--- config.mk ---
export PLATFORM = sky130hd
export DESIGN_NAME = text_line_annotator
export DESIGN_NICKNAME = d
export VERILOG_FILES = /design/src/design/tla_pkg.sv /design/src/design/tla_front.sv /design/src/design/tla_queue.sv /design/src/design/tla_back.sv /design/src/design/text_line_annotator.sv
export SDC_FILE = /design/constraint.sdc
export NUM_CORES = 1
export LEC_CHECK = 0
export ABC_AREA = 1
export BUFFER_PORTS_ARGS = -buffer_cell sky130_fd_sc_hd__buf_2
export CORE_MARGIN = 2
export CORE_UTILIZATION = 37
export DETAILED_ROUTE_END_ITERATION = 7
export PLACE_DENSITY = 0.65
export RECOVER_POWER = 50
export SETUP_SLACK_MARGIN = 0.02
export SLEW_MARGIN = 30
export SYNTH_ARGS = -nofsm -noshare
export SYNTH_HDL_FRONTEND = slang
export SYNTH_SLANG_ARGS = --single-unit
--- constraint.sdc ---
create_clock -name clk -period 3.5 [get_ports clk]
set_input_delay 0.175 -clock clk [delete_from_list [all_inputs] [get_ports clk]]
set_output_delay 0.175 -clock clk [all_outputs]
set_load 0.005 [all_outputs]
--- src/design/tla_pkg.sv ---
// Shared types, constants and helper functions for the text line annotator.
package tla_pkg;

    localparam int NUMBER_DIGITS = 6;
    localparam int CNT_W         = 4 * NUMBER_DIGITS;
    localparam int STEP_W        = $clog2(NUMBER_DIGITS + 4);
    localparam int QUEUE_DEPTH   = 2;
    localparam int QPTR_W        = $clog2(QUEUE_DEPTH);
    localparam int QCNT_W        = $clog2(QUEUE_DEPTH + 1);
    localparam int CFG_ADDR_W    = 3;

    localparam logic [7:0] CH_NL     = 8'h0A;
    localparam logic [7:0] CH_TAB    = 8'h09;
    localparam logic [7:0] CH_SPACE  = 8'h20;
    localparam logic [7:0] CH_DOLLAR = 8'h24;
    localparam logic [7:0] CH_CARET  = 8'h5E;
    localparam logic [7:0] CH_I      = 8'h49;
    localparam logic [7:0] CH_ZERO   = 8'h30;

    localparam logic [CFG_ADDR_W-1:0] CFG_NUMBER_ALL      = 3'd0;
    localparam logic [CFG_ADDR_W-1:0] CFG_NUMBER_NONBLANK = 3'd1;
    localparam logic [CFG_ADDR_W-1:0] CFG_MARK_LINE_ENDS  = 3'd2;
    localparam logic [CFG_ADDR_W-1:0] CFG_MARK_TABS       = 3'd3;
    localparam logic [CFG_ADDR_W-1:0] CFG_SQUEEZE_BLANKS  = 3'd4;

    localparam logic [CNT_W-1:0] COUNT_ONE = CNT_W'(1);

    typedef struct packed {
        logic [7:0] in_byte;
        logic       file_start;
    } in_beat_t;

    typedef struct packed {
        logic [7:0] out_byte;
        logic       run_last;
    } out_beat_t;

    typedef struct packed {
        logic number_all_lines;
        logic number_nonblank_lines;
        logic mark_line_ends;
        logic mark_tabs;
        logic squeeze_blanks;
    } cfg_t;

    typedef enum logic [1:0] {
        KIND_PLAIN,
        KIND_TAB,
        KIND_NL
    } kind_t;

    // One queued command: everything the back end needs to expand a byte.
    typedef struct packed {
        logic             numbered;
        logic [CNT_W-1:0] digits;
        kind_t            kind;
        logic             dollar;
        logic [7:0]       ch;
    } cmd_t;

    // Saturating BCD increment: all nines stays all nines.
    function automatic logic [CNT_W-1:0] bcd_increment(input logic [CNT_W-1:0] v);
        logic [CNT_W-1:0] r;
        logic             carry;
        logic             all_nines;
        logic [3:0]       d;
        r         = v;
        carry     = 1'b1;
        all_nines = 1'b1;
        for (int i = 0; i < NUMBER_DIGITS; i++)
        begin
            d = v[4*i +: 4];
            if (d != 4'd9)
                all_nines = 1'b0;
            if (carry)
            begin
                if (d >= 4'd9)
                    d = 4'd0;
                else
                begin
                    d     = d + 4'd1;
                    carry = 1'b0;
                end
            end
            r[4*i +: 4] = d;
        end
        return all_nines ? v : r;
    endfunction

    // Character at a position of the right-justified number, most
    // significant digit first; leading zeros show as spaces.
    function automatic logic [7:0] number_char(input logic [CNT_W-1:0]  v,
                                               input logic [STEP_W-1:0] step);
        logic       lead;
        logic [7:0] ch;
        logic [3:0] d;
        lead = 1'b1;
        ch   = CH_SPACE;
        for (int s = 0; s < NUMBER_DIGITS; s++)
        begin
            d = v[4*(NUMBER_DIGITS-1-s) +: 4];
            if (d != 4'd0 || s == NUMBER_DIGITS - 1)
                lead = 1'b0;
            if (STEP_W'(s) == step)
                ch = lead ? CH_SPACE : (CH_ZERO + {4'd0, d});
        end
        return ch;
    endfunction

endpackage

--- src/design/tla_front.sv ---
// Front end: accepts input beats, tracks line state and the counter, issues commands.
module tla_front
    import tla_pkg::*;
(
    input  logic     clk,
    input  logic     rst_n,
    input  cfg_t     cfg,
    input  logic     accept,
    input  in_beat_t beat,
    output logic     cmd_push,
    output cmd_t     cmd
);

    logic [CNT_W-1:0] count_reg, count_next;
    logic             line_start_reg, line_start_next;
    logic             last_blank_reg, last_blank_next;

    logic [CNT_W-1:0] eff_count;
    logic             eff_start;
    logic             eff_blank;
    logic             blank;
    logic             squeeze;
    logic             numbered;

    always_comb
    begin
        eff_count = beat.file_start ? COUNT_ONE : count_reg;
        eff_start = beat.file_start | line_start_reg;
        eff_blank = beat.file_start ? 1'b0 : last_blank_reg;
        blank     = (beat.in_byte == CH_NL);
        squeeze   = eff_start & cfg.squeeze_blanks & blank & eff_blank;
        if (!eff_start)
            numbered = 1'b0;
        else if (cfg.number_nonblank_lines)
            numbered = ~blank;
        else
            numbered = cfg.number_all_lines;

        cmd.numbered = numbered;
        cmd.digits   = eff_count;
        cmd.dollar   = cfg.mark_line_ends;
        cmd.ch       = beat.in_byte;
        if (blank)
            cmd.kind = KIND_NL;
        else if (beat.in_byte == CH_TAB && cfg.mark_tabs)
            cmd.kind = KIND_TAB;
        else
            cmd.kind = KIND_PLAIN;

        cmd_push = accept & ~squeeze;

        count_next      = count_reg;
        line_start_next = line_start_reg;
        last_blank_next = last_blank_reg;
        if (accept && !squeeze)
        begin
            count_next      = numbered ? bcd_increment(eff_count) : eff_count;
            line_start_next = blank;
            last_blank_next = eff_start ? blank : eff_blank;
        end
    end

    always_ff @(posedge clk or negedge rst_n)
    begin
        if (!rst_n)
        begin
            count_reg      <= COUNT_ONE;
            line_start_reg <= 1'b1;
            last_blank_reg <= 1'b0;
        end
        else
        begin
            count_reg      <= count_next;
            line_start_reg <= line_start_next;
            last_blank_reg <= last_blank_next;
        end
    end

endmodule

--- src/design/tla_queue.sv ---
// Short command queue between the front and back ends.
module tla_queue
    import tla_pkg::*;
(
    input  logic clk,
    input  logic rst_n,
    input  logic push,
    input  cmd_t push_cmd,
    output logic full,
    input  logic pop,
    output logic head_valid,
    output cmd_t head_cmd
);

    cmd_t              slot_reg [QUEUE_DEPTH];
    logic [QPTR_W-1:0] wr_ptr_reg, wr_ptr_next;
    logic [QPTR_W-1:0] rd_ptr_reg, rd_ptr_next;
    logic [QCNT_W-1:0] fill_reg, fill_next;
    logic              do_pop;

    assign full       = (fill_reg == QCNT_W'(QUEUE_DEPTH));
    assign head_valid = (fill_reg != '0);
    assign head_cmd   = slot_reg[rd_ptr_reg];
    assign do_pop     = pop & head_valid;

    always_comb
    begin
        wr_ptr_next = wr_ptr_reg;
        rd_ptr_next = rd_ptr_reg;
        fill_next   = fill_reg;
        if (push)
            wr_ptr_next = (wr_ptr_reg == QPTR_W'(QUEUE_DEPTH - 1)) ? '0 : wr_ptr_reg + 1'b1;
        if (do_pop)
            rd_ptr_next = (rd_ptr_reg == QPTR_W'(QUEUE_DEPTH - 1)) ? '0 : rd_ptr_reg + 1'b1;
        if (push && !do_pop)
            fill_next = fill_reg + 1'b1;
        else if (!push && do_pop)
            fill_next = fill_reg - 1'b1;
    end

    always_ff @(posedge clk or negedge rst_n)
    begin
        if (!rst_n)
        begin
            wr_ptr_reg <= '0;
            rd_ptr_reg <= '0;
            fill_reg   <= '0;
        end
        else
        begin
            wr_ptr_reg <= wr_ptr_next;
            rd_ptr_reg <= rd_ptr_next;
            fill_reg   <= fill_next;
        end
    end

    always_ff @(posedge clk)
    begin
        if (push)
            slot_reg[wr_ptr_reg] <= push_cmd;
    end

endmodule

--- src/design/tla_back.sv ---
// Back end: expands each command into output beats, one per cycle unless stalled.
module tla_back
    import tla_pkg::*;
(
    input  logic      clk,
    input  logic      rst_n,
    input  logic      head_valid,
    input  cmd_t      head_cmd,
    output logic      head_pop,
    input  logic      pop,
    output logic      empty,
    output out_beat_t result
);

    localparam logic [STEP_W-1:0] PREFIX_LEN = STEP_W'(NUMBER_DIGITS + 2);
    localparam logic [STEP_W-1:0] DIGIT_LEN  = STEP_W'(NUMBER_DIGITS);

    logic [STEP_W-1:0] step_reg, step_next;
    logic              out_valid_reg, out_valid_next;
    out_beat_t         out_reg, out_next;

    logic              in_prefix;
    logic [STEP_W-1:0] body_idx;
    logic [STEP_W-1:0] body_len;
    logic              last;
    logic [7:0]        ch;
    logic              emit;

    always_comb
    begin
        in_prefix = head_cmd.numbered && (step_reg < PREFIX_LEN);
        body_idx  = head_cmd.numbered ? step_reg - PREFIX_LEN : step_reg;

        case (head_cmd.kind)
            KIND_TAB:   body_len = STEP_W'(2);
            KIND_NL:    body_len = head_cmd.dollar ? STEP_W'(2) : STEP_W'(1);
            KIND_PLAIN: body_len = STEP_W'(1);
            default:    body_len = STEP_W'(1);
        endcase
        last = ~in_prefix & (body_idx == body_len - 1'b1);

        if (in_prefix)
            ch = (step_reg < DIGIT_LEN) ? number_char(head_cmd.digits, step_reg) : CH_SPACE;
        else
        begin
            case (head_cmd.kind)
                KIND_TAB:   ch = (body_idx == '0) ? CH_CARET : CH_I;
                KIND_NL:    ch = (head_cmd.dollar && body_idx == '0) ? CH_DOLLAR : CH_NL;
                KIND_PLAIN: ch = head_cmd.ch;
                default:    ch = head_cmd.ch;
            endcase
        end

        // Advance only when the output register is free or being drained.
        emit     = head_valid & (~out_valid_reg | pop);
        head_pop = emit & last;

        step_next      = step_reg;
        out_valid_next = out_valid_reg & ~pop;
        out_next       = out_reg;
        if (emit)
        begin
            step_next         = last ? '0 : step_reg + 1'b1;
            out_valid_next    = 1'b1;
            out_next.out_byte = ch;
            out_next.run_last = last;
        end
    end

    assign empty  = ~out_valid_reg;
    assign result = out_reg;

    always_ff @(posedge clk or negedge rst_n)
    begin
        if (!rst_n)
        begin
            step_reg      <= '0;
            out_valid_reg <= 1'b0;
        end
        else
        begin
            step_reg      <= step_next;
            out_valid_reg <= out_valid_next;
        end
    end

    always_ff @(posedge clk)
    begin
        out_reg <= out_next;
    end

endmodule

--- src/design/text_line_annotator.sv ---
// Top level of the text line annotator: configuration registers and the front/queue/back chain.
//
// A cat-style line filter. Input beats carry one text byte and a file-start
// flag; output beats carry one character and run_last, set on the final
// character produced for an input byte. A stream of plain bytes flows at one
// beat per cycle while the receiver keeps popping. A numbered line start adds
// NUMBER_DIGITS+2 output beats (digits right-justified with spaces, then two
// spaces), a marked tab gives two beats and a marked line end gives two; the
// back end emits one output beat per cycle while its output register is free
// or popped; an item gives at most NUMBER_DIGITS+4 beats. A two-entry command
// queue sits between the front end and the back end, so input keeps flowing
// while an expansion drains, and full rises only once both entries wait. A
// squeezed blank line is accepted and produces no output beat. Write the
// configuration only while the block is idle. The line counter saturates at
// all nines and returns to 1 on file_start.
module text_line_annotator
    import tla_pkg::*;
(
    input  logic                  clk,
    input  logic                  rst_n,
    // input queue side
    input  logic                  push,
    input  in_beat_t              in_item,
    output logic                  full,
    // result queue side
    input  logic                  pop,
    output logic                  empty,
    output out_beat_t             result,
    // configuration writes
    input  logic                  cfg_wen,
    input  logic [CFG_ADDR_W-1:0] cfg_addr,
    input  logic                  cfg_wdata
);

    cfg_t cfg_reg, cfg_next;
    logic accept;
    logic cmd_push;
    cmd_t cmd;
    logic head_valid;
    cmd_t head_cmd;
    logic head_pop;

    // Decode the register index; unknown indexes drop the write.
    always_comb
    begin
        cfg_next = cfg_reg;
        if (cfg_wen)
        begin
            case (cfg_addr)
                CFG_NUMBER_ALL:      cfg_next.number_all_lines      = cfg_wdata;
                CFG_NUMBER_NONBLANK: cfg_next.number_nonblank_lines = cfg_wdata;
                CFG_MARK_LINE_ENDS:  cfg_next.mark_line_ends        = cfg_wdata;
                CFG_MARK_TABS:       cfg_next.mark_tabs             = cfg_wdata;
                CFG_SQUEEZE_BLANKS:  cfg_next.squeeze_blanks        = cfg_wdata;
                default:             cfg_next = cfg_reg;
            endcase
        end
    end

    always_ff @(posedge clk or negedge rst_n)
    begin
        if (!rst_n)
            cfg_reg <= '0;
        else
            cfg_reg <= cfg_next;
    end

    // Take an input beat whenever the command queue has room.
    assign accept = push & ~full;

    tla_front u_front (
        .clk      (clk),
        .rst_n    (rst_n),
        .cfg      (cfg_reg),
        .accept   (accept),
        .beat     (in_item),
        .cmd_push (cmd_push),
        .cmd      (cmd)
    );

    tla_queue u_queue (
        .clk        (clk),
        .rst_n      (rst_n),
        .push       (cmd_push),
        .push_cmd   (cmd),
        .full       (full),
        .pop        (head_pop),
        .head_valid (head_valid),
        .head_cmd   (head_cmd)
    );

    tla_back u_back (
        .clk        (clk),
        .rst_n      (rst_n),
        .head_valid (head_valid),
        .head_cmd   (head_cmd),
        .head_pop   (head_pop),
        .pop        (pop),
        .empty      (empty),
        .result     (result)
    );

endmodule

==> impl_metrics.yaml, run 1 <==
status:
  status: "finished, violations left"
  violations: "capacitance limit, slew limit"
die:
  die_y_um: 137
  core_mm2: 0.0172
  fp.dieW_um: 137
  pin_count: 29
  num_rows: 48
  dieArea_mm2: 0.0187
  start_util_pct: 37.7
final_layout:
  area_growth_pct: 18.7
  mostFrequentLayoutCells: "212 x nand2_1, 96 x inv_1, 81 x edfxtp_1, 79 x nor2_1, 55 x o21ai_0"
  largest_reg_flops: 72
  layout_commonest_cell: "nand2_1"
  final_cells: 1048
  drive_above_1_share_pct: 11.7
  diodes: 0
  fill_cells: 1617
  fin_nets: 855
placement:
  place.gp.congestion: 0.836
  hpwlAfterDp_mm: 10.1
  port_buffers: 28
  pre_cts_ws_ns: 0.0759
  placed_cells: 1004
logic_synthesis:
  yosysWarnings: 0
  ys_types: 37
  ys_seq_area_share_pct: 52.8
  ys_ff_latch: 121
  avgSynthCellArea_um2: 8.60
  synth_area_leaders: "edfxtp_1 37%, dfrtp_1 15%, nand2_1 12%, inv_1 5.4%, ha_1 5.2%"
  yosysTopAreaCell: "edfxtp_1"
  syn_nets: 801
  syn-cell-area_mm2: 0.00650
  postSynthCellCount: 756
  netlist.area_leader.share_pct: 37.4
cts:
  clk_latency_ns: 0.42
  cts_tree: "done"
  cts_root_buf: "clkbuf_16"
  cts.sink_count: 121
  numCtsBuffers: 17
  cts_buffer_depth: 2
  clk_pin_slew_ns: 0.06
  ctsHtreeMaxLevel: 4
sta:
  tightestPinTransition_ns: 2.51
  fmax_mhz: 306
  relSlewSlack_pct: -67.5
  fin_crit_sh_pct: 93.5
  hold_viol: 0
  clock_skew_ns: 0.00862
  setup_ws_ns: 0.228
  fin_crit_ns: 3.27
  drv_slew: 41
  setup_tns_ns: 0
  finalSetupViolations: 0
  rsz0062_at_grt: "no"
  hold_ws_ns: 0.0701
global_route:
  grt_pass1_vias: 5007
  grt_max_degree: 41
  grt_use_total_pct: 16.9
  grt_pass1_wl_mm: 24.3
  grt_overflow: 0
  antenna_found_initial: 0
pwr:
  p_seq_share_pct: 35.2
  comb_power_share_pct: 33.3
  power.switching_mw: 2.13
  p_int_mw: 3.96
  power.density_mw_per_mm2: 788
  p_leak_nw: 3.45
  vdd_drop_max_mv: 0.428
  finalPower_mw: 6.08
  power_frac_clock_pct: 31.5
  switching_share_pct: 35.0
detailed_routing:
  wl_per_cell_um: 14.1
  vias: 5133
  wl_mm: 14.8
  dr.first_iter.drc_count: 342
  firstDrtPassIters: 5
  drc: 0
  antenna_left: 0
  viasPerCell: 4.90
critical_path:
  critPathKind: "flop to flop"
  worst_ep_required_time_ns: 3.79
  critPathCaptureType: "flop"
  start_kind: "flop"
  critPathMaxFanout: 4
  crit_arrival_ns: 3.56
run:
  maxCapViolCount: 1
hold_path:
  hp-class: "input pin to flop"
-- cell families (layout without fill, tap and decap cells) --
kind of cell | after synthesis | in the layout | synth area share (%)
buf+inv | 118 | 185 | 7.06
fa+ha+maj | 27 | 27 | 5.19
simple gates | 374 | 374 | 24.5
xor+xnor | 10 | 10 | 1.35
compound gates | 104 | 104 | 8.71
flops | 121 | 121 | 52.8
mux | 2 | 2 | 0.308
-- synth_stat cells (all sizes together) --
library cell	instances
nand3	39
dfstp	2
o211ai	7
clkbuf	6
xnor2	1
nor3	6
inv	103
mux2i	2
nor2	89
nand2	217
a21oi	23
o21ai	66
nor4	3
and3	1
buf	8
clkinv	1
a31oi	7
and2	1
or2	8
nand4	8
nand3b	2
edfxtp	81
xor2	9
o22ai	1
dfrtp	38
ha	27
-- final timing paths --
kind	from	to	slack, ns	cells after the start
setup / recovery	u_queue.rd_ptr_reg	u_queue.fill_reg[1]	0.23	18
hold / removal	cfg_addr[0]	cfg_reg[1]	0.07	3
setup reg to reg	u_queue.rd_ptr_reg	u_queue.fill_reg[1]	0.23	18
hold reg to reg	u_front.count_reg[19]	u_front.count_reg[19]	0.48	2
max in group asynchronous	rst_n	u_front.last_blank_reg	0.98	2
min in group asynchronous	rst_n	u_front.count_reg[4]	1.08	2
-- worst max-delay path: stages, from the launching register on --
cell	delay, ns
dfrtp_1	0.37
inv_2	0.06
or2_2	0.28
o21ai_2	0.08
inv_1	0.10
ha_4	0.29
nor2_2	0.04
a21oi_1	0.16
ha_1	0.27
nand2_1	0.06
o21ai_0	0.07
nor4_1	0.20
nand3_1	0.20
nor2_4	0.20
inv_1	0.06
ha_1	0.31
a21oi_1	0.13
o21ai_0	0.11
xor2_1	0.15
-- metal layers --
metal | share of wire (%) | wire, um | GRT usage, % | vias up
met4 | 1.9 | 284 | 7.29 | 0
li1 | - | - | - | 2577
met3 | 3.6 | 529 | 3.19 | 22
met5 | 0 | 0 | 0 | -
met1 | 47 | 6880 | 22.2 | 2428
met2 | 48 | 7080 | 27.3 | 106
-- power by group through the flow --
| stage | Clock (mW) | Combinational [mW] | Sequential (mW) |
|---|---|---|---|
| 2_1_floorplan | 0 | 1.34 | 2.14 |
| 3_3_place_gp | 0 | 1.90 | 2.16 |
| 3_5_place_dp | 0 | 1.93 | 2.17 |
| 4_1_cts | 1.94 | 1.96 | 2.14 |
| 5_1_grt | 2.01 | 2.30 | 2.18 |
| 6_report | 1.92 | 2.02 | 2.14 |
-- stage by stage --
step | area, um^2 | utilization, %
4_1_cts | 7710 | 44.7
3_3_place_gp | 6960 | 40.4
3_5_place_dp | 6970 | 40.4
2_1_floorplan | 6500 | -
5_1_grt | 7720 | 44.8
6_report | 7720 | 44.8
-- final cells by class --
type                    instances  area (um^2)  share of cell area [%]
flip-flops and latches        121         3440                    44.5
inverters                     104          390                    5.06
multi-input cells             517         2630                    34.1
repair buffers                 49          330                    4.28
clock inverters                15          225                    2.92
well taps                     225          282                    3.65
clock buffers                  17          425                    5.51
-- what timing repair did --
action	in CTS	in global routing
hold buffers	9	0
gates resized for setup	0	8
endpoints found under the setup margin	0	2
buffers inserted	0	3
hold endpoints to repair	54	0
No activity file was read; power rests on OpenSTA's default activity.
==> inputs of run 2 (changes only) <==
- CORE_UTILIZATION: 37 -> 56
- PLACE_DENSITY: 0.65 -> 0.87
==> impl_metrics.yaml, run 2 (same netlist as run 1, synthesis figures left out) <==
status:
  status: "finished, violations left"
  violations: "capacitance limit, slew limit"
critical_path:
  crit_arrival_ns: 3.70
  crit_slowest_cell: "dfrtp_1"
  worst_ep_required_time_ns: 3.80
  critPathMaxFanout: 12
  critPathBufInv: 4
  path_delay_family: "simple AND/OR/NAND/NOR gates"
  path_cells: "buf_4 > o21ai_2 > inv_1 > ha_1 > inv_1 > nor2_4 > a21oi_1 > ha_1 > nand2_1 > o21ai_0 > nor4_1 > nand3_1 > nor2_4 > inv_2 > ha_4 > a21oi_1 > o21ai_1 > xor2_1"
  critPathCaptureType: "flop"
  start_kind: "flop"
  crit_path_max_incr_delay_ns: 0.40
  critPathKind: "flop to flop"
hold_path:
  hp-class: "input pin to flop"
pwr:
  power.density_mw_per_mm2: 805
  vdd_drop_max_mv: 0.486
  p_leak_nw: 3.42
run:
  maxCapViolCount: 1
cts:
  ctsHtreeMaxLevel: 4
  cts_root_buf: "clkbuf_16"
  numCtsBuffers: 17
  cts_tree: "done"
  clk_latency_ns: 0.43
  clk_pin_slew_ns: 0.06
  cts.sink_count: 121
  cts_buffer_depth: 2
sta:
  clock_skew_ns: 0.0144
  fin_crit_sh_pct: 97.1
  fmax_mhz: 294
  fin_crit_ns: 3.40
  hold_ws_ns: 0.0596
  relSlewSlack_pct: -57.3
  drv_slew: 41
  setup_tns_ns: 0
  tightestPinTransition_ns: 2.36
  hold_viol: 0
  finalSetupViolations: 0
die:
  num_rows: 39
  pin_count: 29
  die_y_um: 112
  start_util_pct: 57.2
  dieArea_mm2: 0.0125
  core_mm2: 0.0114
  fp.dieW_um: 112
final_layout:
  largest_reg_flops: 72
  diodes: 0
  mostFrequentLayoutCells: "212 x nand2_1, 94 x inv_1, 81 x edfxtp_1, 79 x nor2_1, 54 x o21ai_0"
  fill_cells: 821
  layout_commonest_cell: "nand2_1"
  stdcell_area_mm2: 0.00754
  fin_nets: 854
  final_cells: 965
  area_growth_pct: 16.0
  drive_above_1_share_pct: 10.9
  final_util_pct: 66.4
global_route:
  grt_pass1_wl_mm: 25.4
  grt_use_total_pct: 25.9
  grt_overflow: 0
  grt_pass1_vias: 5456
  antenna_found_initial: 0
  grt_max_degree: 41
placement:
  port_buffers: 28
  post_dp_cell_area_mm2: 0.00682
  placed_cells: 920
  hpwlAfterDp_mm: 9.74
  place.gp.congestion: 0.872
detailed_routing:
  viasPerCell: 5.72
  wl_mm: 15.8
  firstDrtPassIters: 7
  antenna_left: 0
  dr.first_iter.drc_count: 450
  vias: 5516
  drc: 0
  wl_per_cell_um: 16.4
-- run 2: path summary, 6_finish.rpt --
path	slack, ns	end	depth (start not counted)	startpoint
worst max-delay path	0.10	u_queue.fill_reg[1]	18	u_queue.rd_ptr_reg
worst min-delay path	0.06	cfg_reg[0]	3	cfg_wen
worst max register to register	0.10	u_queue.fill_reg[1]	18	u_queue.rd_ptr_reg
worst min register to register	0.49	u_front.count_reg[4]	2	u_front.count_reg[4]
max in group asynchronous	1.12	u_back.step_reg[0]	2	rst_n
min in group asynchronous	1.01	u_front.count_reg[2]	2	rst_n
-- run 2: area by class of cell --
type                    count  area (um^2)  share of cell area [%]
well taps                 143          179                    2.37
flip-flops and latches    121         3440                    45.5
clock inverters            10          124                    1.64
clock buffers              22          464                    6.15
multi-input cells         517         2660                    35.2
inverters                 104          390                    5.17
repair buffers             48          295                    3.91
-- run 2: power breakdown --
group	switching (mW)	total, mW	internal (mW)
registers	0.167	2.16	1.99
clock network	0.616	1.76	1.15
logic	1.44	2.15	0.708
total	2.23	6.07	3.85
-- run 2: metal layers --
metal  vias up  GRT usage [%]  share of wire (%)
li1       2584              -                  -
met1      2557           31.2                 39
met2       320           43.2                 50
met3        55           6.86                7.6
met4         0           13.2                3.5
met5         -              0                  0
-- run 2: worst register-to-register path, stage by stage (launching register included) --
cell and delay (ns):
dfrtp_1 0.40, buf_4 0.20, o21ai_2 0.26, inv_1 0.08, ha_1 0.21, inv_1 0.15, nor2_4 0.06, a21oi_1 0.13
ha_1 0.27, nand2_1 0.08, o21ai_0 0.09, nor4_1 0.28, nand3_1 0.20, nor2_4 0.21, inv_2 0.08, ha_4 0.22
a21oi_1 0.13, o21ai_1 0.10, xor2_1 0.14
-- run 2: per-stage QoR --
step / power (mW) / setup WS (ns)
after floorplan: 3.49 / 0.0719
after global placement: 3.96 / 0.180
after detailed placement: 4.06 / -0.0452
after CTS: 5.88 / 0.0409
after global routing: 6.38 / -0.0356
final: 6.07 / 0.102
-- run 2: repair_timing --
action	in CTS	in global routing
pin swaps	1	5
endpoints found under the hold margin	54	0
gates resized for setup	5	10
hold buffers	9	0
endpoints found under the setup margin	1	2
buffers inserted	1	3
==> inputs of run 3 (changes only) <==
- PLACE_DENSITY: 0.87 -> 0.73
- SKIP_CTS_REPAIR_TIMING: default -> 1
==> impl_metrics.yaml, run 3 (same netlist as run 1, synthesis figures left out) <==
critical_path:
  critPathCaptureType: "flop"
  crit_arrival_ns: 3.60
  worst_ep_required_time_ns: 3.80
  start_kind: "flop"
  critPathKind: "flop to flop"
  critPathMaxFanout: 5
global_route:
  grt_pass1_wl_mm: 24.5
  grt_pass1_vias: 5270
  grt_overflow: 0
  grt_max_degree: 41
  antenna_found_initial: 0
  grt_use_total_pct: 24.8
cts:
  clk_pin_slew_ns: 0.06
  cts_tree: "done"
  ctsHtreeMaxLevel: 4
  numCtsBuffers: 17
  clk_latency_ns: 0.41
  cts_root_buf: "clkbuf_16"
  cts.sink_count: 121
  cts_buffer_depth: 2
die:
  fp.dieW_um: 112
  start_util_pct: 57.2
  num_rows: 39
  pin_count: 29
  core_mm2: 0.0114
  dieArea_mm2: 0.0125
  die_y_um: 112
final_layout:
  final_util_pct: 66.7
  diodes: 0
  layout_commonest_cell: "nand2_1"
  mostFrequentLayoutCells: "212 x nand2_1, 94 x inv_1, 81 x edfxtp_1, 79 x nor2_1, 54 x o21ai_0"
  area_growth_pct: 16.5
  stdcell_area_mm2: 0.00758
  fin_nets: 854
  drive_above_1_share_pct: 11.4
  fill_cells: 893
  largest_reg_flops: 72
sta:
  relSlewSlack_pct: -62.3
  fmax_mhz: 303
  fin_crit_ns: 3.30
  drv_slew: 41
  fin_crit_sh_pct: 94.3
  finalSetupViolations: 0
  setup_tns_ns: 0
  hold_viol: 0
  setup_ws_ns: 0.199
  clock_skew_ns: 0.00930
  tightestPinTransition_ns: 2.43
status:
  status: "finished, violations left"
  violations: "capacitance limit, slew limit"
detailed_routing:
  firstDrtPassIters: 7
  wl_mm: 15.1
  drc: 0
  viasPerCell: 5.52
  vias: 5326
  antenna_left: 0
  dr.first_iter.drc_count: 463
  wl_per_cell_um: 15.7
placement:
  post_dp_cell_area_mm2: 0.00682
  place.gp.congestion: 0.931
  hpwlAfterDp_mm: 10.2
  port_buffers: 28
  pre_cts_ws_ns: -0.00693
pwr:
  p_leak_nw: 3.43
  power.density_mw_per_mm2: 803
  vdd_drop_max_mv: 0.470
hold_path:
  hp-class: "input pin to flop"
run:
  maxCapViolCount: 1
[run 3: cell count changes in the layout (fill, tap and decap cells not counted), sizes merged]
cell,before,now
inv,104,103
clkinvlp,0,2
buf,24,27
bufinv,3,4
clkinv,7,2
[run 3: final timing paths]
kind | end | startpoint | slack, ns | depth (start not counted)
setup / recovery | u_queue.fill_reg[1] | u_queue.rd_ptr_reg | 0.20 | 18
hold / removal | u_back.out_valid_reg | pop | 0.06 | 3
setup reg to reg | u_queue.fill_reg[1] | u_queue.rd_ptr_reg | 0.20 | 18
hold reg to reg | u_front.count_reg[12] | u_front.count_reg[12] | 0.48 | 2
max in group asynchronous | u_front.count_reg[16] | rst_n | 1.04 | 2
min in group asynchronous | u_back.step_reg[3] | rst_n | 1.05 | 2
[run 3: critical path, cell delays in order (launching register included)]
cell	delay, ns
dfrtp_1	0.39
inv_2	0.07
or2_2	0.28
o21ai_2	0.09
inv_2	0.07
ha_4	0.27
nor2_4	0.14
a21oi_2	0.07
ha_1	0.29
nand2_1	0.08
o21ai_0	0.09
nor4_1	0.22
nand3_1	0.20
nor2_4	0.20
inv_1	0.08
ha_1	0.30
a21oi_1	0.11
o21ai_1	0.08
xor2_1	0.14
[run 3: layer usage]
metal  up-vias  part of all wire, %  global-route usage (%)
li1       2576                    -                       -
met1      2520                   42                    32.0
met2       193                   49                    41.8
met3        37                  5.9                    4.30
met4         0                  2.3                    9.96
met5         -                    0                       0
[run 3: layout make-up]
type	count	area (um^2)	share of cell area, %
clock inverters	7	140	1.85
clock buffers	25	495	6.54
flip-flops and latches	121	3440	45.3
multi-input cells	517	2640	34.9
repair buffers	48	297	3.91
well taps	143	179	2.36
inverters	104	390	5.15
[run 3: power by group]
group	internal [mW]	total, mW	switching [mW]
Sequential	2.00	2.16	0.163
Combinational	0.693	2.07	1.38
Clock	1.27	1.86	0.591
Total	3.95	6.09	2.14
[run 3: per-stage QoR]
step | hold slack (ns) | total power, mW | instances
2_1_floorplan | -0.121 | 3.49 | 756
3_3_place_gp | 0.379 | 3.96 | 920
3_5_place_dp | 0.199 | 4.07 | 920
4_1_cts | -0.232 | 5.94 | 952
5_1_grt | 0.0849 | 6.44 | 965
6_report | 0.0551 | 6.09 | 965
